==> config.mk <==
export PLATFORM = sky130hd
export DESIGN_NAME = svn_front
export DESIGN_NICKNAME = d
export VERILOG_FILES = /design/src/design/svn_pkg.sv /design/src/design/svn_front.sv
export VERILOG_INCLUDE_DIRS = /design/src /design/src/design
export SDC_FILE = /design/constraint.sdc
export NUM_CORES = 1
export LEC_CHECK = 0
export BUFFER_PORTS_ARGS = -buffer_cell sky130_fd_sc_hd__buf_4
export CAP_MARGIN = 20
export CORE_AREA = 2 2 84 86
export CTS_CLUSTER_SIZE = 30
export DETAILED_ROUTE_END_ITERATION = 8
export DIE_AREA = 0 0 86 88
export GPL_TIMING_DRIVEN = 0
export PLACE_DENSITY = 0.8
export SYNTH_ARGS = -nofsm -noshare
export SYNTH_HDL_FRONTEND = slang
export SYNTH_SLANG_ARGS = --single-unit
export TNS_END_PERCENT = 50
==> constraint.sdc <==
create_clock -name clk_i -period 2.1 [get_ports clk_i]
set_clock_uncertainty 0.1 [all_clocks]
set_input_delay 0.21 -clock clk_i [delete_from_list [all_inputs] [get_ports clk_i]]
set_output_delay 0.21 -clock clk_i [all_outputs]
set_load 0.02 [all_outputs]
==> src/design/smooth_vertex_normal_engine_unit_macros.svh <==
// assertion helpers, compiled out for synthesis
`ifndef SMOOTH_VERTEX_NORMAL_ENGINE_UNIT_MACROS_SVH
`define SMOOTH_VERTEX_NORMAL_ENGINE_UNIT_MACROS_SVH
`ifndef SYNTHESIS
`define SVN_ASSERT(lbl, prop, msg) \
  lbl: assert property (@(posedge clk_i) disable iff (!rst_ni) (prop)) else $error(msg);
`define SVN_ASSERT_IMPLY(lbl, pre, post, msg) \
  lbl: assert property (@(posedge clk_i) disable iff (!rst_ni) (pre) |-> (post)) \
    else $error(msg);
`else
`define SVN_ASSERT(lbl, prop, msg)
`define SVN_ASSERT_IMPLY(lbl, pre, post, msg)
`endif
`endif

==> src/design/svn_pkg.sv <==
package svn_pkg;

  localparam int POS_W  = 20;
  localparam int IDX_W  = 10;
  localparam int SLOT_W = 16;
  localparam int SUM_W  = 56;
  localparam int NRM_W  = 16;

  localparam logic [1:0] STATUS_OK    = 2'd0;
  localparam logic [1:0] STATUS_RANGE = 2'd1;
  localparam logic [1:0] STATUS_FULL  = 2'd2;

  typedef enum logic [1:0] {
    FUNC_CLEAR = 2'd0,
    FUNC_LOAD  = 2'd1,
    FUNC_TRI   = 2'd2,
    FUNC_READ  = 2'd3
  } func_e;

  typedef enum logic [1:0] {
    KIND_REPORT = 2'd0,
    KIND_LOAD   = 2'd1,
    KIND_TRI    = 2'd2,
    KIND_READ   = 2'd3
  } kind_e;

  typedef struct packed {
    kind_e              kind;
    logic [1:0]         status;
    logic [SLOT_W-1:0]  slot;
    logic [IDX_W-1:0]   idx_a;
    logic [IDX_W-1:0]   idx_b;
    logic [IDX_W-1:0]   idx_c;
    logic [POS_W-1:0]   pos_x;
    logic [POS_W-1:0]   pos_y;
    logic [POS_W-1:0]   pos_z;
  } cmd_t;

endpackage

==> src/design/svn_front.sv <==
`include "smooth_vertex_normal_engine_unit_macros.svh"

module svn_front #(
  parameter int MAX_VERTICES = 1024
) (
  input  logic          clk_i,
  input  logic          rst_ni,
  input  logic          s_axis_tvalid,
  output logic          s_axis_tready,
  input  logic [95:0]   s_axis_tdata,
  input  logic [1:0]    s_axis_tuser,
  input  logic          full_i,
  output logic          push_o,
  output svn_pkg::cmd_t cmd_o
);
  import svn_pkg::*;

  localparam int CW = $clog2(MAX_VERTICES + 1);
  localparam int XW = (CW > IDX_W) ? CW : IDX_W;

  logic [CW-1:0] count_q, count_d;
  logic          accept;
  logic          bad_a, bad_b, bad_c, is_full;
  logic [IDX_W-1:0] idx_a, idx_b, idx_c;
  func_e         func;
  cmd_t          cmd;

  assign s_axis_tready = !full_i;
  assign accept        = s_axis_tvalid && !full_i;
  assign push_o        = accept;
  assign cmd_o         = cmd;

  assign func  = func_e'(s_axis_tuser);
  assign idx_a = s_axis_tdata[69:60];
  assign idx_b = s_axis_tdata[79:70];
  assign idx_c = s_axis_tdata[89:80];

  assign bad_a   = XW'(idx_a) >= XW'(count_q);
  assign bad_b   = XW'(idx_b) >= XW'(count_q);
  assign bad_c   = XW'(idx_c) >= XW'(count_q);
  assign is_full = count_q == CW'(MAX_VERTICES);

  always_comb begin
    count_d    = count_q;
    cmd.kind   = KIND_REPORT;
    cmd.status = STATUS_OK;
    cmd.slot   = SLOT_W'(count_q);
    cmd.idx_a  = idx_a;
    cmd.idx_b  = idx_b;
    cmd.idx_c  = idx_c;
    cmd.pos_x  = s_axis_tdata[19:0];
    cmd.pos_y  = s_axis_tdata[39:20];
    cmd.pos_z  = s_axis_tdata[59:40];
    case (func)
      FUNC_CLEAR: begin
        count_d = '0;
      end
      FUNC_LOAD: begin
        if (is_full) begin
          cmd.status = STATUS_FULL;
        end else begin
          cmd.kind = KIND_LOAD;
          count_d  = count_q + CW'(1);
        end
      end
      FUNC_TRI: begin
        if (bad_a || bad_b || bad_c) begin
          cmd.status = STATUS_RANGE;
        end else begin
          cmd.kind = KIND_TRI;
        end
      end
      FUNC_READ: begin
        if (bad_a) begin
          cmd.status = STATUS_RANGE;
        end else begin
          cmd.kind = KIND_READ;
        end
      end
      default: begin
        count_d = count_q;
      end
    endcase
  end

  always_ff @(posedge clk_i or negedge rst_ni) begin
    if (!rst_ni) begin
      count_q <= '0;
    end else if (accept) begin
      count_q <= count_d;
    end
  end

  `SVN_ASSERT(a_count_bound, count_q <= CW'(MAX_VERTICES), "vertex count beyond store size")

endmodule

* After elaboration in Yosys (flattened, before gate mapping)
Cells that the tools add are included.
** Storage, ports and cells
- Register bits :: 11
- Input bits :: 102
- Output and inout port bits :: 112
- Logic and storage cells :: 26
** Cells by class
- Add/subtract/negate cells :: 1
- Magnitude comparators :: 3
- Equal/unequal tests :: 5
- Muxes and demuxes :: 9
- Reductions and logical operators :: 7
** Operator list (number)
- 10-bit by 11-bit greater-or-equal comparator with 1-bit output :: 3
- 11-bit one-hot mux with 2 select lines :: 1
- 4-bit one-hot mux with 3 select lines :: 1
- 11-bit by 1-bit adder with 11-bit output (second input constant) :: 1
- 11-bit == test (second input constant) :: 1
- 11-bit two-way mux :: 1
- 2-bit two-way mux :: 3
- 2-bit == test (second input constant) :: 2
- 1-bit two-way mux :: 3
- 3-bit AND reduction :: 1
- 2-bit by 1-bit == test with 1-bit output (second input constant) :: 1
- 2-bit logical NOT :: 1
- 1-bit logical OR :: 2
- 2-bit != test (second input constant) :: 1
- 2-bit nonzero test :: 1
- 1-bit logical AND :: 1
- 1-bit logical NOT :: 1

* Depth between registers and ports, before layout
Gate-level depths: netlist of the first run.
- Depth in word-level cells :: 5
- Depth in mapped cells :: 7

* Worst setup path after synthesis of the first run
Ideal clock, no wire load.
- Path kind :: reg2out
- From :: reg count_q[0]
- To :: out cmd_o[108] in the netlist's numbering
- Arrival time :: 2066 ps
- Required time :: 1790 ps
- Slack :: -276 ps
- Cell stages (with the launch flop) :: 7
- Buffers on the path :: 0
- Path through :: dfrtp_1 ha_1 nand2b_1 a211o_1 a21oi_1 o41ai_1 a211oi_1
** RTL lines
- from (decl) :: line svn_front.sv:21 : logic [CW-1:0] count_q, count_d;
- from (signal assigned) :: line svn_front.sv:90 : count_q <= count_d;
- to (decl) :: line svn_front.sv:14 : output svn_pkg::cmd_t cmd_o

==> flow_metrics.py, run 1 <==
metrics = {
    "outcome": {
        "status": "complete, but fails checks",
        "violations": "negative setup slack",
    },
    "cts": {
        "cts_tree": "done",
        "cts_root_buffer": "clkbuf_8",
        "cts_htree_levels": 1,
        "clk_path_buf_depth": 2,
        "cts_buffers": 3,
        "insertion_delay_ns": 0.24,
        "clk_pin_slew_ns": 0.05,
        "clock_sinks": 11,
    },
    "grt": {
        "grt_pass1_wl_um": 9580,
        "grt_pass1_vias": 2167,
        "grt_usage_pct": 15.6,
        "grt_start_max_net_pins": 12,
        "antenna_found_initial": 0,
        "grt_overflow": 0,
    },
    "sta": {
        "fin_ws_ns": -0.222,
        "maxSlewHeadroom_pct": 55.3,
        "fin_setup_tns_ns": -0.676,
        "period_needed_ns": 2.32,
        "fin_crit_sh_pct": 111,
        "worst_slew_pin_slew_ns": 0.668,
        "rsz0062_at_grt": "yes",
        "finalSetupViolCount": 4,
        "slew_violations": 0,
        "max_freq_ghz": 0.431,
        "hold_viol_final": 0,
    },
    "yosys": {
        "yosysWarnings": 0,
        "ys_types": 39,
        "ys_async_sr_fraction_pct": 100,
        "synth_area_leaders": "buf_4 (35%), ha_1 (19%), dfrtp_1 (13%)",
        "synth_common_cells": "buf_4 (95), ha_1 (32), nor2_1 (17), inv_1 (15), nand3_1 (14)",
        "syn_area_per_cell_sq_um": 8.19,
        "synth_edf_count": 0,
        "synth.most_common_cell": "buf_4",
        "ys.flop_type": "dfrtp_1",
        "synthDominantCellAreaShare_pct": 34.7,
        "syn_inst": 251,
        "ys_ff_latch": 11,
        "synth_area_sq_um": 2060,
        "synth_top_cell_by_area": "buf_4",
        "seq_area_frac_synth_pct": 13.4,
    },
    "power": {
        "internal_power_mw": 0.929,
        "combPwrFrac_pct": 69.6,
        "swShare_pct": 40.3,
        "pwr-share-seq_pct": 16.8,
        "powerDensity_nw_per_um2": 422,
        "p_sw_mw": 0.627,
        "power_leakage_nw": 1.92,
        "power.total_mw": 1.56,
        "peakVddDrop_uv": 273,
        "pwr-share-clk_pct": 13.6,
    },
    "route": {
        "via_per_inst": 4.58,
        "drtIter0Drc": 53,
        "wl_um": 6630,
        "via_count": 2286,
        "antenna_left": 0,
        "wl_per_cell_um": 13.3,
        "drc": 0,
        "dr.pass1.iters": 4,
    },
    "cells_and_area": {
        "syn_to_final_growth_pct": 79.4,
        "diodes": 0,
        "seq_area_sq_um": 279,
        "top_register": "count_q",
        "largest_reg_flops": 11,
        "multi_input_area_sq_um": 1260,
        "stdcell_count": 499,
        "drive_gt1_share_pct": 72.8,
        "finalInstanceArea_sq_um": 3690,
        "reg.largest.list": "count_q: 11 flops",
        "finalNetCount": 554,
        "fillers": 622,
    },
    "place": {
        "placed_cell_area_sq_um": 3250,
        "hpwl_um": 5340,
        "dp_cells": 477,
        "routabilityCongestion": 0.760,
        "numPortBuffers": 142,
    },
    "worst_setup_path": {
        "critPathArrivalTime_ns": 2.01,
        "crit_type": "flop to output pin",
        "required_ns": 1.79,
        "critical_path.max_fanout": 3,
        "crit_buf_inv": 3,
        "end_kind": "output pin",
        "max_stage_delay_ns": 0.41,
        "crit_chain": "inv_2, buf_6, ha_4, o21a_1, a21oi_2, o41ai_4, o21a_1, buf_6",
        "crit_family": "compound AO/OA/AOI/OAI gates",
        "cp-start-kind": "flop",
        "cp_slowest_cell": "o41ai_4",
        "ff2ff_setup_slack_ns": 0.05,
    },
    "floorplanning": {
        "core_sq_um": 6640,
        "core.rowCount": 30,
        "die-area_sq_um": 7570,
        "ioPinCount": 214,
        "initial_core_util_pct": 30.9,
        "dieHeight_um": 88,
        "die_w_um": 86,
    },
    "min_path": {
        "hold_class": "input port to flop",
    },
    "run": {
        "drv_cap": 0,
    },
}
==> what timing repair did <==
| action | CTS | global route |
|---|---|---|
| hold buffers | 1 | 0 |
| pin swaps | 12 | 13 |
| buffers inserted | 17 | 1 |
| endpoints found under the setup margin | 4 | 6 |
| endpoints found under the hold margin | 11 | 0 |
| gates resized for setup | 28 | 21 |
==> logic make-up (layout without fill, tap and decap cells) <==
logic type / after synthesis / in the layout / synth area share [%]
other cells: 1 / 5 / 0.182
fa+ha+maj: 32 / 32 / 19.5
buf+inv: 112 / 276 / 38.2
compound gates: 28 / 28 / 8.83
xor+xnor: 9 / 9 / 3.83
simple gates: 57 / 57 / 15.6
flops: 11 / 11 / 13.4
mux: 1 / 1 / 0.487
==> worst paths after layout <==
path	from	end	cells after the start
min in group asynchronous	rst_ni	count_q[4]	2
setup / recovery	count_q[2]	cmd_o[106]	8
hold / removal	s_axis_tuser[0]	count_q[1]	3
hold reg to reg	count_q[1]	count_q[1]	2
max in group asynchronous	rst_ni	count_q[7]	2
setup reg to reg	count_q[0]	count_q[2]	9
==> layout make-up <==
cell class | instances | area share [%]
clock buffer | 4 | 1.22
buffer | 96 | 19.6
inverter | 15 | 1.66
multi-input combinational | 132 | 34.1
sequential | 11 | 7.56
tap | 80 | 2.71
timing repair buffer | 161 | 33.1
==> cells in the final DEF, fill, tap and decap left out, drive strengths merged, types with 2 or more instances in the layout <==
master	netlist	layout
inv	15	15
nor2	18	18
or3b	2	2
nand4	6	6
o21a	2	2
nor4	3	3
conb	1	5
and4b	2	2
a21oi	10	10
nor3	2	2
clkbuf	1	4
xnor2	8	8
a211oi	4	4
buf	96	256
nand2	2	2
nand3	14	14
dfrtp	11	11
o21ai	3	3
nand3b	3	3
ha	32	32
==> worst min-delay path, delay by kind of cell <==
family        cells  cell delay [ns]
simple gates      1             0.08
mux               1             0.06
buf+inv           1             0.13
==> power groups by stage <==
stage / clock [mW] / sequential [mW] / combinational, mW
floorplan: 0 / 0.296 / 0.519
global placement: 0 / 0.276 / 0.848
detailed placement: 0 / 0.277 / 0.867
CTS: 0.219 / 0.259 / 1.02
global route: 0.230 / 0.264 / 1.18
finish: 0.211 / 0.262 / 1.08
==> layer usage <==
metal | vias up | global-route usage (%) | routed length [um]
met5 | - | 0 | 0
met1 | 1047 | 16.0 | 2190
met4 | 0 | 4.04 | 94
met2 | 133 | 31.1 | 3640
met3 | 8 | 4.05 | 702
li1 | 1098 | - | -
==> through the flow <==
step	hold WS, ns	worst slack [ns]	utilization [%]
5_1_grt	0.196	-0.321	55.5
6_report	0.189	-0.222	55.5
4_1_cts	0.186	-0.223	53.4
2_1_floorplan	-0.186	-0.126	-
3_5_place_dp	-0.0509	-0.206	49.0
3_3_place_gp	-0.0516	-0.236	49.0
Note: power is estimated with default switching activity, not from simulation.
==> inputs of run 2 (changes only) <==
CORE_AREA = 2 2 83 85   (was 2 2 84 86)
DIE_AREA = 0 0 85 87   (was 0 0 86 88)
GPL_ROUTABILITY_DRIVEN = 0   (was default)
PLACE_DENSITY = 0.82   (was 0.8)
SLEW_MARGIN = 0   (was default)
clock period = 2.95 ns   (was 2.1 ns; I/O delays follow)
==> run 2 against run 1 <==
Compared with the run above:
- the run now ends clean
- via count fell by 7.5%
- worst hold slack improved by 0.092 ns
- combinational power fell by 43%
==> flow_metrics.py, run 2 (synthesized netlist as in run 1, its figures left out) <==
metrics = {
    "outcome": {
        "status": "complete, no violations",
    },
    "grt": {
        "grt_pass1_vias": 1953,
        "grt_start_max_net_pins": 12,
        "grt_usage_pct": 14.4,
        "grt_overflow": 0,
        "grt_pass1_wl_um": 8820,
        "antenna_found_initial": 0,
    },
    "route": {
        "antenna_left": 0,
        "drtIter0Drc": 45,
        "wl_um": 5840,
        "via_count": 2115,
        "dr.pass1.iters": 4,
        "via_per_inst": 4.39,
        "wl_per_cell_um": 12.1,
        "drc": 0,
    },
    "cells_and_area": {
        "largest_reg_flops": 11,
        "final_common_cell": "buf_4",
        "top_register": "count_q",
        "diodes": 0,
        "syn_to_final_growth_pct": 60.5,
        "reg.largest.list": "count_q: 11 flops",
        "final_cell_mix": "buf_4 (237), ha_1 (32), nor2_1 (17), inv_1 (15), nand3_1 (14)",
        "finalNetCount": 537,
        "drive_gt1_share_pct": 60.9,
    },
    "worst_setup_path": {
        "crit_start": "count_q[0]",
        "cp-start-kind": "flop",
        "r2r-end": "count_q[2]",
        "critPathArrivalTime_ns": 2.30,
        "r2r_start": "count_q[1]",
        "crit_type": "flop to output pin",
        "end_kind": "output pin",
        "reg2reg_depth": 7,
        "ff2ff_setup_slack_ns": 0.92,
        "required_ns": 2.56,
        "critical_path.max_fanout": 8,
    },
    "min_path": {
        "min_from": "s_axis_tuser[0]",
        "hold_class": "input port to flop",
        "min_path_cells": 3,
        "min_delay_worst_endpoint": "count_q[1]",
    },
    "place": {
        "hpwl_um": 5230,
        "pre_cts_ws_ns": 0.318,
        "numPortBuffers": 142,
    },
    "power": {
        "powerDensity_nw_per_um2": 291,
        "power_leakage_nw": 1.80,
        "peakVddDrop_uv": 240,
    },
    "sta": {
        "hold_viol_final": 0,
        "slew_violations": 0,
        "finalSetupViolCount": 0,
        "rsz0062_at_grt": "no",
        "fin_crit_sh_pct": 91.3,
        "maxSlewHeadroom_pct": 57.6,
        "period_needed_ns": 2.69,
        "fin_setup_tns_ns": 0,
        "fin_ws_ns": 0.255,
        "worst_slew_pin_slew_ns": 0.634,
        "max_freq_ghz": 0.371,
    },
    "floorplanning": {
        "core.rowCount": 30,
        "core_sq_um": 6570,
        "die-area_sq_um": 7400,
        "die_w_um": 85,
        "ioPinCount": 214,
        "initial_core_util_pct": 31.3,
        "dieHeight_um": 87,
    },
    "cts": {
        "cts_root_buffer": "clkbuf_8",
        "clock_sinks": 11,
        "cts_htree_levels": 1,
        "insertion_delay_ns": 0.24,
        "cts_tree": "done",
        "clk_pin_slew_ns": 0.05,
        "cts_setup_buffers": 0,
        "cts_buffers": 3,
        "clk_path_buf_depth": 2,
    },
    "run": {
        "drv_cap": 0,
    },
}
## run 2: metal layers
| metal | routed length, um | part of all wire (%) | vias to the layer above | GRT usage [%] |
|---|---|---|---|---|
| li1 | - | - | 1064 | - |
| met1 | 2050 | 35 | 917 | 16.1 |
| met2 | 3100 | 53 | 132 | 28.1 |
| met3 | 679 | 12 | 2 | 3.32 |
| met4 | 19 | 0.33 | 0 | 2.02 |
| met5 | 0 | 0 | - | 0 |
## run 2: power by group
part           switching [mW]  internal [mW]
registers              0.0276          0.168
logic                   0.304          0.310
clock network          0.0566         0.0949
## run 2: cell type report
type / count / area [sq um]
sequential: 11 / 275
tap: 80 / 100
inverter: 15 / 56.3
multi-input combinational: 132 / 1020
clock buffer: 4 / 45.0
fill: 639 / 3270
timing repair buffer: 143 / 1080
buffer: 97 / 728
## run 2: worst max-delay path by stage
stage	endpoint	slack, ns	depth (start not counted)
4_1_cts	cmd_o[106]	0.04	7
6_report	cmd_o[108]	0.26	7
3_3_place_gp	cmd_o[108]	0.32	7
2_1_floorplan	cmd_o[108]	0.49	6
5_1_grt	cmd_o[109]	0.03	8
3_5_place_dp	cmd_o[106]	0.32	7
## run 2: worst max-delay path, stage by stage, from the launching register on
cell and delay [ns]:
dfrtp_1 0.52, ha_1 0.29, nand2b_1 0.14, a211o_1 0.29
a21oi_1 0.24, o41ai_2 0.15, a211oi_1 0.26, buf_4 0.18
## run 2: repair_timing
item	in CTS	in global routing
hold buffers	1	0
endpoints found under the hold margin	11	0
resized for setup	0	1
setup endpoints to repair	0	3
## run 2: stage by stage
stage,util (%),cell area (sq um),hold slack [ns],cells,power (mW)
after floorplan,-,2070,-0.101,255,0.576
after global placement,49.3,3240,0.0352,477,0.796
after detailed placement,49.3,3240,0.0398,477,0.815
after CTS,50.1,3290,0.290,482,0.970
after global routing,50.2,3300,0.300,482,1.04
final,50.2,3300,0.282,482,0.961
