[src/design/smooth_vertex_normal_engine_unit_macros.svh]
// assertion helpers, compiled out for synthesis
`ifndef SMOOTH_VERTEX_NORMAL_ENGINE_UNIT_MACROS_SVH
`define SMOOTH_VERTEX_NORMAL_ENGINE_UNIT_MACROS_SVH
`ifndef SYNTHESIS
`define SVN_ASSERT(lbl, prop, msg) \
  lbl: assert property (@(posedge clk_i) disable iff (!rst_ni) (prop)) else $error(msg);
`define SVN_ASSERT_IMPLY(lbl, pre, post, msg) \
  lbl: assert property (@(posedge clk_i) disable iff (!rst_ni) (pre) |-> (post)) \
    else $error(msg);
`else
`define SVN_ASSERT(lbl, prop, msg)
`define SVN_ASSERT_IMPLY(lbl, pre, post, msg)
`endif
`endif

[src/design/svn_pkg.sv]
package svn_pkg;

  localparam int POS_W  = 20;
  localparam int IDX_W  = 10;
  localparam int SLOT_W = 16;
  localparam int SUM_W  = 56;
  localparam int NRM_W  = 16;

  localparam logic [1:0] STATUS_OK    = 2'd0;
  localparam logic [1:0] STATUS_RANGE = 2'd1;
  localparam logic [1:0] STATUS_FULL  = 2'd2;

  typedef enum logic [1:0] {
    FUNC_CLEAR = 2'd0,
    FUNC_LOAD  = 2'd1,
    FUNC_TRI   = 2'd2,
    FUNC_READ  = 2'd3
  } func_e;

  typedef enum logic [1:0] {
    KIND_REPORT = 2'd0,
    KIND_LOAD   = 2'd1,
    KIND_TRI    = 2'd2,
    KIND_READ   = 2'd3
  } kind_e;

  typedef struct packed {
    kind_e              kind;
    logic [1:0]         status;
    logic [SLOT_W-1:0]  slot;
    logic [IDX_W-1:0]   idx_a;
    logic [IDX_W-1:0]   idx_b;
    logic [IDX_W-1:0]   idx_c;
    logic [POS_W-1:0]   pos_x;
    logic [POS_W-1:0]   pos_y;
    logic [POS_W-1:0]   pos_z;
  } cmd_t;

endpackage

[src/design/svn_fifo.sv]
`include "smooth_vertex_normal_engine_unit_macros.svh"

module svn_fifo (
  input  logic          clk_i,
  input  logic          rst_ni,
  input  logic          push_i,
  input  svn_pkg::cmd_t cmd_i,
  output logic          full_o,
  input  logic          pop_i,
  output svn_pkg::cmd_t cmd_o,
  output logic          empty_o
);
  import svn_pkg::*;

  cmd_t       mem_q [2];
  logic       wp_q, rp_q;
  logic [1:0] cnt_q, cnt_d;

  assign full_o  = cnt_q == 2'd2;
  assign empty_o = cnt_q == 2'd0;
  assign cmd_o   = mem_q[rp_q];

  always_comb begin
    cnt_d = cnt_q;
    if (push_i && !pop_i) begin
      cnt_d = cnt_q + 2'd1;
    end else if (pop_i && !push_i) begin
      cnt_d = cnt_q - 2'd1;
    end
  end

  always_ff @(posedge clk_i) begin
    if (push_i) begin
      mem_q[wp_q] <= cmd_i;
    end
  end

  always_ff @(posedge clk_i or negedge rst_ni) begin
    if (!rst_ni) begin
      wp_q  <= 1'b0;
      rp_q  <= 1'b0;
      cnt_q <= 2'd0;
    end else begin
      cnt_q <= cnt_d;
      if (push_i) begin
        wp_q <= !wp_q;
      end
      if (pop_i) begin
        rp_q <= !rp_q;
      end
    end
  end

  `SVN_ASSERT(a_fifo_bound, cnt_q != 2'd3, "command queue overflow")
  `SVN_ASSERT_IMPLY(a_fifo_pop, pop_i, !empty_o, "pop from empty command queue")

endmodule

[config.mk]
export PLATFORM = sky130hd
export DESIGN_NAME = svn_fifo
export DESIGN_NICKNAME = d
export VERILOG_FILES = /design/src/design/svn_pkg.sv /design/src/design/svn_fifo.sv
export VERILOG_INCLUDE_DIRS = /design/src /design/src/design
export SDC_FILE = /design/constraint.sdc
export NUM_CORES = 1
export LEC_CHECK = 0
export ABC_AREA = 1
export BUFFER_PORTS_ARGS = -buffer_cell sky130_fd_sc_hd__buf_2
export CORE_ASPECT_RATIO = 0.6
export CORE_MARGIN = 4
export CORE_UTILIZATION = 41
export CTS_BUF_LIST = sky130_fd_sc_hd__clkbuf_16
export CTS_CLUSTER_SIZE = 24
export DETAILED_ROUTE_END_ITERATION = 12
export GPL_TIMING_DRIVEN = 0
export PLACE_DENSITY = 0.75
export SLEW_MARGIN = 0
export SYNTH_ARGS = -nofsm -noshare
export SYNTH_HDL_FRONTEND = slang
export SYNTH_SLANG_ARGS = --single-unit
[constraint.sdc]
create_clock -name clk_i -period 7.6 [get_ports clk_i]
set_input_delay 1.52 -clock clk_i [delete_from_list [all_inputs] [get_ports clk_i]]
set_output_delay 1.52 -clock clk_i [all_outputs]
set_load 0.005 [all_outputs]
### After elaboration in Yosys (flattened, before gate mapping)

Memory sizes are Yosys's and may differ from the RTL's.
Index checks and enable logic that the tools add are counted.

| operators by class | value |
|---|---|
| eq/ne operators | 1 |
| add/subtract/negate cells | 2 |
| mux-type cells | 4 |
| reductions and logical operators | 8 |

Operators with widths:

| cell | number |
|---|---|
| 1-bit logical NOT | 4 |
| 2-bit 2-to-1 mux | 2 |
| 2-bit by 1-bit adder with 2-bit output, second input constant | 1 |
| 2-bit equality test, second input constant | 1 |
| 1-bit logical AND | 2 |
| 2-bit logical NOT | 1 |
| 1-bit 2-to-1 mux | 2 |
| 2-bit nonzero test | 1 |
| 2-bit by 1-bit subtractor with 2-bit output, second input constant | 1 |

| word-level totals | value |
|---|---|
| register bits after elaboration | 4 |
| memories | 1 |
| memory bits (writable) | 220 |

Memories:

| memory | depth | bits a word | read ports | clocked after memory_dff | wr ports | RTL line | source |
|---|---|---|---|---|---|---|---|
| mem_q | 2 | 110 | 1 | 0 | 1 | svn_fifo.sv:15 | `cmd_t mem_q [2];` |

### Depth between registers and ports, before layout

Gate-level depths: netlist of run 1.

| logic depth | value |
|---|---|
| word-level depth | 4 |
| depth in mapped cells | 7 |

### Least setup slack after synthesis of run 1

No wires, ideal clock.

| path | value |
|---|---|
| path type | in2reg |
| start | input port push_i |
| end | memory mem_q[0][0] in the netlist's numbering (enable) |
| arrival | 6.163 ns |
| slack | 0.854 ns |
| path buffers | 0 |
| stages on the path | 2 |
| setup time | 0.583 ns |
| path through | inv_1 -> nor2_1 |

| on the way | value |
|---|---|
| cells in the longest elaborated chain, start to end | 2 |

Ends and longest elaborated chain:

| what | RTL line | source |
|---|---|---|
| start: declaration | svn_fifo.sv:6 | `input logic push_i,` |
| 1-bit 2-to-1 mux | svn_fifo.sv:33 | `if (push_i) begin` |
| 1-bit 2-to-1 mux (not written as such) | svn_fifo.sv:34 | `mem_q[wp_q] <= cmd_i;` |
| end: declaration | svn_fifo.sv:15 |  |

No other way between the ends.

==> results.yml, run 1 <==
floorplan:
  chipWidth_um: 190.3
  initial_utilization: 0.4241
  ios: 226
  die_area_um2: 22330
  core_area_um2: 19270
  die_h_um: 117.4
  rows: 39
clock_tree:
  cts_setup_buffers: 0
  cts_tree: "yes"
  clk_latency_ns: 0.48
  cts_made_buffers: 21
  h-tree-depth: 1
  post_cts_resized: 0
  cts_sinks: 224
  clk_pin_slew_ns: 0.06
  root_buffer: "clkbuf_16"
  clockBufferDepth: 3
  hold_buffers: 0
routing:
  m1WireLength_mm: 6.660
  via_per_inst: 4.690
  top_layer_used: "met5"
  routed_wl_mm: 16.47
  ant_nets: 0
  routed-wl-met3_mm: 1.748
  drc: 0
  drt_pass1_iterations: 4
  wl_per_cell_um: 18.30
  drt_iter0_drc: 191
  vias: 4221
  dr_wl_met2_mm: 7.622
global_routing:
  grt_pass1_wl_mm: 25.25
  grt_pass1_vias: 4560
  grt_usage: 0.1427
  grt_overflow: 0
  grt_max_degree: 61
  antenna_found_initial: 4
power:
  p_leak_nw: 3.937
  max-vdd-ir-drop_mv: 0.2129
  total_power_w: 0.003692
  powerDensity_nw_per_um2: 356.4
setup_path:
  critPathArrivalTime_ns: 1.84
  startpoint: "rp_q$_DFFE_PN0P_"
  worstReg2RegStart: "wp_q$_DFFE_PN0P_"
  crit_required_ns: 6.08
  cp-end-kind: "output port"
  cp_max_fo: 10
  crit_type: "reg -> out"
  critPathLaunchType: "register"
timing:
  tightestPinTransition_ns: 0.7697
  setup_violations: 0
  fmax_mhz: 297.9
  slew_headroom: 0.4857
  setup_ws_ns: 4.243
  slew_viol_final: 0
  rsz0062_at_grt: "no"
  final.setup_skew_ns: 0.004494
  period_minus_slack_ns: 3.357
  final_hold_viol_count: 0
  finalCritPeriodShare: 0.4418
min_path:
  min-delay-start: "cnt_q[1]$_DFFE_PN0P_"
  hold_class: "reg -> reg"
synthesis:
  syn_avg_cell_area_um2: 22.27
  synthesis.nets: 482
  synth_warnings: 0
  syn-cell-area_um2: 8174
  ys_types: 13
  ys_seq_area_frac: 0.8205
  syn_inst: 367
  synth-seq-cells: 224
cells_and_area:
  fin_util: 0.5375
  final_cell_mix: "227 x buf_2, 220 x edfxtp_1, 110 x mux2_2"
  drive_gt1_frac: 0.6003
  nFillCells: 1564
  seq_area_um2: 6706
  fin_cells: 900
  nets: 734
  areaGrowthSynthToFinish_pct: 26.74
  design_area_um2: 10360
  multi_input_area_um2: 1326
  final_common_cell: "buf_2"
placement:
  place_congestion: 0.7765
  io_buffers: 225
  hpwl_mm: 11.71
  postPlaceCellArea_um2: 9731
  dp_cells: 862
  preCtsSetupSlack_ns: 4.542
flow_run:
  drv_cap: 0
status:
  outcome: "finished clean"
-- through the flow --
step / hold WS [ns] / setup TNS, ns
2_1_floorplan: 0.4631 / 0
3_3_place_gp: 0.4758 / -167.44
3_5_place_dp: 0.5303 / 0
4_1_cts: 0.5450 / 0
5_1_grt: 0.5696 / 0
6_report: 0.5401 / 0
-- critical path, stage by stage, from the launching register on --
cell,delay [ns]
dfrtp_1,0.39
buf_6,0.24
buf_6,0.21
mux2_2,0.36
buf_2,0.15
-- where the power goes --
group          internal [W]  switching (W)  total [W]
Clock              0.000536       0.000412   0.000948
Combinational      0.000533       0.000516    0.00105
Sequential          0.00164      0.0000578    0.00170
Total               0.00271       0.000986    0.00369
-- synthesized netlist by cell type --
master	number	area [µm²]
nand4_1	1	6.260
nand3_1	1	5.000
nor2_1	3	11.26
buf_6	10	112.6
dfrtp_1	4	100.1
ha_1	1	12.51
edfxtp_1	220	6606
nand2_1	5	18.77
buf_2	2	10.01
xnor2_1	1	8.760
xor2_1	2	17.52
inv_1	7	26.28
mux2_2	110	1239
-- cell type report --
class,count,area share
sequential,224,0.6473
multi-input combinational,124,0.1280
timing repair buffer,229,0.1171
clock buffer,21,0.05072
tap,266,0.03213
buffer,12,0.01184
clock inverter,16,0.009783
inverter,7,0.002778
antenna,1,0.0002415
-- sequential cells by signal, summed over array words and instances (netlist names) --
register  cells
cnt_q         2
rp_q          1
mem_q       220
wp_q          1
-- per-layer routing --
metal | global-route usage | vias to the layer above
li1 | - | 1957
met1 | 0.1823 | 2046
met2 | 0.2276 | 178
met3 | 0.06146 | 32
met4 | 0.03318 | 8
met5 | 0 | -
-- logic make-up after synthesis --
logic type,share of synthesized area
xor gates and xnor gates,0.003215
muxes,0.1515
adders and majority gates,0.001530
DFF,0.8205
buffers and inverters,0.01822
and+or+nand+nor,0.005051
-- final timing paths --
| check | to | slack, ns | depth (start not counted) |
|---|---|---|---|
| max in group asynchronous | rp_q$_DFFE_PN0P_ | 6.64 | 1 |
| worst min-delay path | cnt_q[1]$_DFFE_PN0P_ | 0.54 | 2 |
| min in group asynchronous | wp_q$_DFFE_PN0P_ | 0.83 | 1 |
| worst min register to register | cnt_q[1]$_DFFE_PN0P_ | 0.54 | 2 |
| worst max register to register | mem_q[1][4]$_DFFE_PP_ | 5.81 | 3 |
| worst max-delay path | cmd_o[30] | 4.24 | 4 |
(Power assumes the default switching activity.)
==> run 2, diff against run 1 <==
--- a/config.mk
+++ b/config.mk
@@ -6,7 +6,7 @@
 export SDC_FILE = /design/constraint.sdc
 export NUM_CORES = 1
 export LEC_CHECK = 0
-export ABC_AREA = 1
+export ABC_AREA = 0
 export BUFFER_PORTS_ARGS = -buffer_cell sky130_fd_sc_hd__buf_2
 export CORE_ASPECT_RATIO = 0.6
 export CORE_MARGIN = 4
==> constraint.sdc (replaced) <==
create_clock -name clk_i -period 3.1 [get_ports clk_i]
set_input_delay 0.62 -clock clk_i [delete_from_list [all_inputs] [get_ports clk_i]]
set_output_delay 0.62 -clock clk_i [all_outputs]
set_load 0.005 [all_outputs]
==> results.yml, run 2 <==
power:
  power_frac_comb: 0.282
  powerDensity_nw_per_um2: 875.4
  intPower_w: 0.006639
  p_sw_w: 0.002417
  p_sw_frac: 0.2669
  p_clk_frac: 0.259
  seqPwrFrac: 0.459
  max-vdd-ir-drop_mv: 0.5189
  p_leak_nw: 3.908
setup_path:
  critPathLaunchType: "register"
  crit_required_ns: 2.48
  crit_type: "reg -> out"
  critPathArrivalTime_ns: 1.79
  cp-end-kind: "output port"
  cp_max_fo: 10
floorplan:
  chipWidth_um: 190.1
  die_area_um2: 22280
  core_area_um2: 19270
  die_h_um: 117.2
  ios: 226
  initial_utilization: 0.4230
  rows: 39
cells_and_area:
  drive_gt1_frac: 0.6074
  final_common_cell: "buf_2"
  fin_cells: 891
  areaGrowthSynthToFinish_pct: 26.87
  nets: 726
  largest_reg_flops: 220
  top_regs: "mem_q: 220 flops, cnt_q: 2 flops"
  multi_input_area_um2: 1331
  nFillCells: 1550
  final_cell_mix: "227 x buf_2, 220 x edfxtp_1, 110 x mux2_2"
  seq_area_um2: 6706
  top_register: "mem_q"
synthesis:
  syn_avg_cell_area_um2: 22.78
  ys_types: 12
  synth_most_common_cell: "edfxtp_1"
  ys_seq_area_frac: 0.8225
  syn-cell-area_um2: 8154
  synth-seq-cells: 224
  ys.flop_type: "edfxtp_1"
  netlist.area_leader.share: 0.8102
  synth-edff-count: 220
  synthArstFlopShare: 0.01786
  synthesis.nets: 473
  synth_area_leaders: "edfxtp_1 81%, mux2_2 15%, buf_6 1.4%, dfrtp_1 1.2%, xor2_1 0.43%"
  yosys.area.top_type: "edfxtp_1"
  synth_common_cells: "220 x edfxtp_1, 110 x mux2_2, 10 x buf_6, 4 x dfrtp_1, 4 x xor2_1"
  syn_inst: 358
  synth_warnings: 0
global_routing:
  antenna_found_initial: 5
  grt_pass1_vias: 4503
  grt_pass1_wl_mm: 24.55
  grt_overflow: 0
  grt_max_degree: 57
  grt_usage: 0.1416
timing:
  setup_ws_ns: 0.6924
  final_hold_viol_count: 0
  setup_violations: 0
  rsz0062_at_grt: "no"
  slew_viol_final: 0
  tns_ns: 0
  tightestPinTransition_ns: 0.8014
  finalCritPeriodShare: 0.7767
  final.setup_skew_ns: 0.01097
  slew_headroom: 0.4658
  period_minus_slack_ns: 2.408
  fmax_mhz: 415.3
placement:
  io_buffers: 225
  place_congestion: 0.7368
  hpwl_mm: 11.44
  dp_cells: 853
  preCtsSetupSlack_ns: 0.8801
routing:
  routed-wl-met3_mm: 1.763
  drc: 0
  m1WireLength_mm: 6.956
  dr_wl_met2_mm: 7.255
  wl_per_cell_um: 18.35
  top_layer_used: "met5"
  via_per_inst: 4.734
  drt_iter0_drc: 201
  vias: 4218
  drt_pass1_iterations: 4
  ant_nets: 0
  routed_wl_mm: 16.35
clock_tree:
  clk_latency_ns: 0.49
  clk_pin_slew_ns: 0.06
  root_buffer: "clkbuf_16"
  post_cts_resized: 0
  cts_sinks: 224
  cts_setup_buffers: 0
  clockBufferDepth: 3
  cts_tree: "yes"
  h-tree-depth: 1
  cts_made_buffers: 21
flow_run:
  drv_cap: 0
status:
  outcome: "finished clean"
min_path:
  hold_class: "in -> reg"
run 2: changes by cell type after synthesis, sizes merged:
| cell | change |
|---|---|
| nor2b | +2 |
| nand3 | -1 |
| inv | -6 |
| xor2 | +2 |
| nand2 | -5 |
| and2 | +1 |
| nor2 | -1 |
| nand4 | -1 |
run 2: metrics by stage:
step,util,area (µm²),hold slack (ns),power [W]
3_3_place_gp,0.4992,9622,0.4248,0.006690
5_1_grt,0.5367,10340,0.2864,0.009549
4_1_cts,0.5366,10340,0.2840,0.009203
2_1_floorplan,-,8163,0.3244,0.005686
6_report,0.5367,10340,0.3141,0.009056
3_5_place_dp,0.5038,9711,0.4329,0.006826
run 2: layout make-up:
class	count	share of cell area
Clock buffer	21	0.05080
Multi-Input combinational cell	121	0.1287
Tap cell	266	0.03217
Timing Repair Buffer	230	0.1183
Inverter	1	0.0003628
Sequential cell	224	0.6483
Buffer	12	0.01185
Antenna cell	1	0.0002419
Clock inverter	15	0.009313
run 2: worst max-delay path, stage by stage (launching register included):
cell	delay (ns)
dfrtp_1	0.38
buf_6	0.21
buf_6	0.20
mux2_2	0.36
buf_2	0.14
run 2: logic make-up after synthesis:
group,Yosys count,share of synthesized area
flip-flops,224,0.8225
AND/OR/NAND/NOR,5,0.003223
adder cells (fa/ha/maj),1,0.001534
XOR/XNOR,5,0.005370
multiplexers,110,0.1519
buffers and inverters,13,0.01550
run 2: power groups by stage:
stage	combinational (W)	sequential, W	clock (W)
4_1_cts	0.00263	0.00416	0.00242
3_3_place_gp	0.00246	0.00423	0
5_1_grt	0.00279	0.00421	0.00255
2_1_floorplan	0.00149	0.00420	0
6_report	0.00256	0.00415	0.00234
3_5_place_dp	0.00260	0.00422	0
run 2: timing repair:
action	4_1_cts	5_1_grt
hold endpoints to repair	4	0
setup endpoints to repair	0	0
hold buffers	1	0
run 2: path summary, 6_finish.rpt:
check | startpoint | to | slack, ns | cells after the start
max | rp_q$_DFFE_PN0P_ | cmd_o[58] | 0.69 | 4
min | cmd_i[90] | mem_q[0][90]$_DFFE_PP_ | 0.31 | 1
max in group asynchronous | rst_ni | cnt_q[0]$_DFFE_PN0P_ | 2.49 | 2
min in group asynchronous | rst_ni | cnt_q[1]$_DFFE_PN0P_ | 0.49 | 2
min reg2reg | cnt_q[1]$_DFFE_PN0P_ | cnt_q[1]$_DFFE_PN0P_ | 0.49 | 1
max reg2reg | wp_q$_DFFE_PN0P_ | mem_q[1][3]$_DFFE_PP_ | 1.28 | 2
run 2: routing by layer:
layer  vias to the layer above  GRT usage
met1                      2063     0.1839
met4                         8    0.03227
met3                        30    0.05928
met2                       190     0.2262
met5                         -          0
li1                       1927          -
==> run 3, diff against run 2 <==
--- a/config.mk
+++ b/config.mk
@@ -15,7 +15,7 @@
 export CTS_CLUSTER_SIZE = 24
 export DETAILED_ROUTE_END_ITERATION = 12
 export GPL_TIMING_DRIVEN = 0
-export PLACE_DENSITY = 0.75
+export PLACE_DENSITY = 0.78
 export SLEW_MARGIN = 0
 export SYNTH_ARGS = -nofsm -noshare
 export SYNTH_HDL_FRONTEND = slang
==> constraint.sdc (replaced) <==
create_clock -name clk_i -period 2.2 [get_ports clk_i]
set_input_delay 0.44 -clock clk_i [delete_from_list [all_inputs] [get_ports clk_i]]
set_output_delay 0.44 -clock clk_i [all_outputs]
set_load 0.005 [all_outputs]
==> results.yml, run 3 (same netlist as run 2, synthesis figures left out) <==
clock_tree:
  cts_made_buffers: 21
  h-tree-depth: 1
  root_buffer: "clkbuf_16"
  clk_latency_ns: 0.48
  clockBufferDepth: 3
  cts_tree: "yes"
  clk_pin_slew_ns: 0.07
  cts_sinks: 224
timing:
  final_hold_viol_count: 0
  final.setup_skew_ns: 0.005679
  tns_ns: 0
  finalCritPeriodShare: 0.9961
  rsz0062_at_grt: "yes"
  fmax_mhz: 456.3
  slew_viol_final: 0
  setup_ws_ns: 0.008568
  setup_violations: 0
  tightestPinTransition_ns: 0.7521
  slew_headroom: 0.4986
  period_minus_slack_ns: 2.191
setup_path:
  worst_r2r_endpoint: "mem_q[0][31]$_DFFE_PP_"
  max_stage_delay_ns: 0.44
  critPathLaunchType: "register"
  cp_top_family: "buffers and inverters"
  critPathArrivalTime_ns: 1.75
  cp_slowest_cell: "dfrtp_2"
  worstReg2RegStart: "wp_q$_DFFE_PN0P_"
  crit_chain: "clkbuf_16 > buf_12 > mux2_2 > buf_2"
  r2r_setup_slack_ns: 0.35
  r2r_cells: 3
  crit_required_ns: 1.76
  cp-end-kind: "output port"
  crit_type: "reg -> out"
  crit_buf_inv: 3
  cp_max_fo: 10
floorplan:
  ios: 226
  chipWidth_um: 190.1
  die_area_um2: 22280
  rows: 39
  initial_utilization: 0.4230
  core_area_um2: 19270
  die_h_um: 117.2
placement:
  postPlaceCellArea_um2: 9718
  preCtsSetupSlack_ns: 0.1468
  io_buffers: 225
  dp_cells: 853
  hpwl_mm: 11.51
  place_congestion: 0.7444
cells_and_area:
  nets: 729
  drive_gt1_frac: 0.6131
  largest_reg_flops: 220
  final_cell_mix: "220 x edfxtp_1, 168 x buf_2, 59 x buf_6"
  top_register: "mem_q"
  final_common_cell: "edfxtp_1"
  design_area_um2: 11120
  areaGrowthSynthToFinish_pct: 36.32
  top_regs: "mem_q: 220 flops, cnt_q: 2 flops"
  fin_cells: 894
  antennaDiodeCount: 0
min_path:
  min-delay-start: "cmd_i[80]"
  min_to: "mem_q[1][80]$_DFFE_PP_"
  min_path_cells: 1
  hold_class: "in -> reg"
flow_run:
  drv_cap: 0
global_routing:
  grt_pass1_wl_mm: 25.10
  grt_overflow: 0
  grt_max_degree: 61
  grt_pass1_vias: 4659
  antenna_found_initial: 2
  grt_usage: 0.1442
status:
  outcome: "finished clean"
routing:
  wl_per_cell_um: 19.81
  routed_wl_mm: 17.71
  via_per_inst: 4.748
  ant_nets: 0
  drt_pass1_iterations: 4
  drc: 0
  drt_iter0_drc: 222
  vias: 4245
power:
  powerDensity_nw_per_um2: 1288
  max-vdd-ir-drop_mv: 0.8836
  p_leak_nw: 4.370
[run 3: worst max path at each step]
stage                                   endpoint        startpoint  slack, ns  cells after the start
after detailed placement  mem_q[0][10]$_DFFE_PP_            push_i       0.15                      4
after global placement    mem_q[0][25]$_DFFE_PP_            push_i      -1.14                      2
after global routing                   cmd_o[40]  rp_q$_DFFE_PN0P_      -0.07                      4
after floorplan            mem_q[0][0]$_DFFE_PP_            push_i      -0.33                      1
final                                  cmd_o[40]  rp_q$_DFFE_PN0P_      0.009                      4
after CTS                               cmd_o[5]  rp_q$_DFFE_PN0P_      -0.03                      4
[run 3: per-layer routing]
| metal | part of all wire | wire length (µm) | GRT usage |
|---|---|---|---|
| met1 | 0.40 | 7111 | 0.1810 |
| met2 | 0.47 | 8336 | 0.2359 |
| met3 | 0.11 | 1912 | 0.06254 |
| met4 | 0.018 | 322 | 0.03324 |
| met5 | 0.0014 | 24 | 0 |
[run 3: cell type report]
class	instances	area (µm²)
fillers	1413	8159
flip-flops and latches	224	6708
repair buffers	233	1675
multi-input cells	121	1549
clock buffers	21	525.5
well taps	266	332.8
plain buffers	12	200.2
clock inverters	16	121.4
inverters	1	3.754
[run 3: what timing repair did]
item                                    4_1_cts  5_1_grt
hold buffers                                  1        0
buffers inserted                              0        0
gates resized for setup                       4      132
endpoints found under the setup margin       90      108
gates cloned                                  0        3
hold endpoints to repair                      4        0
[run 3: per-stage QoR]
step           hold slack, ns  total power [W]  utilization
5_1_grt                0.1204          0.01498       0.5767
3_5_place_dp           0.2507         0.009635       0.5042
2_1_floorplan          0.1444         0.008012            -
6_report               0.1437          0.01432       0.5767
3_3_place_gp           0.2448         0.009445       0.4992
4_1_cts                0.1196          0.01313       0.5391
[run 3: where the power goes]
part / switching, W / internal [W]
sequential: 0.000242 / 0.00566
clock: 0.00148 / 0.00197
combinational: 0.00206 / 0.00291
total: 0.00378 / 0.0105
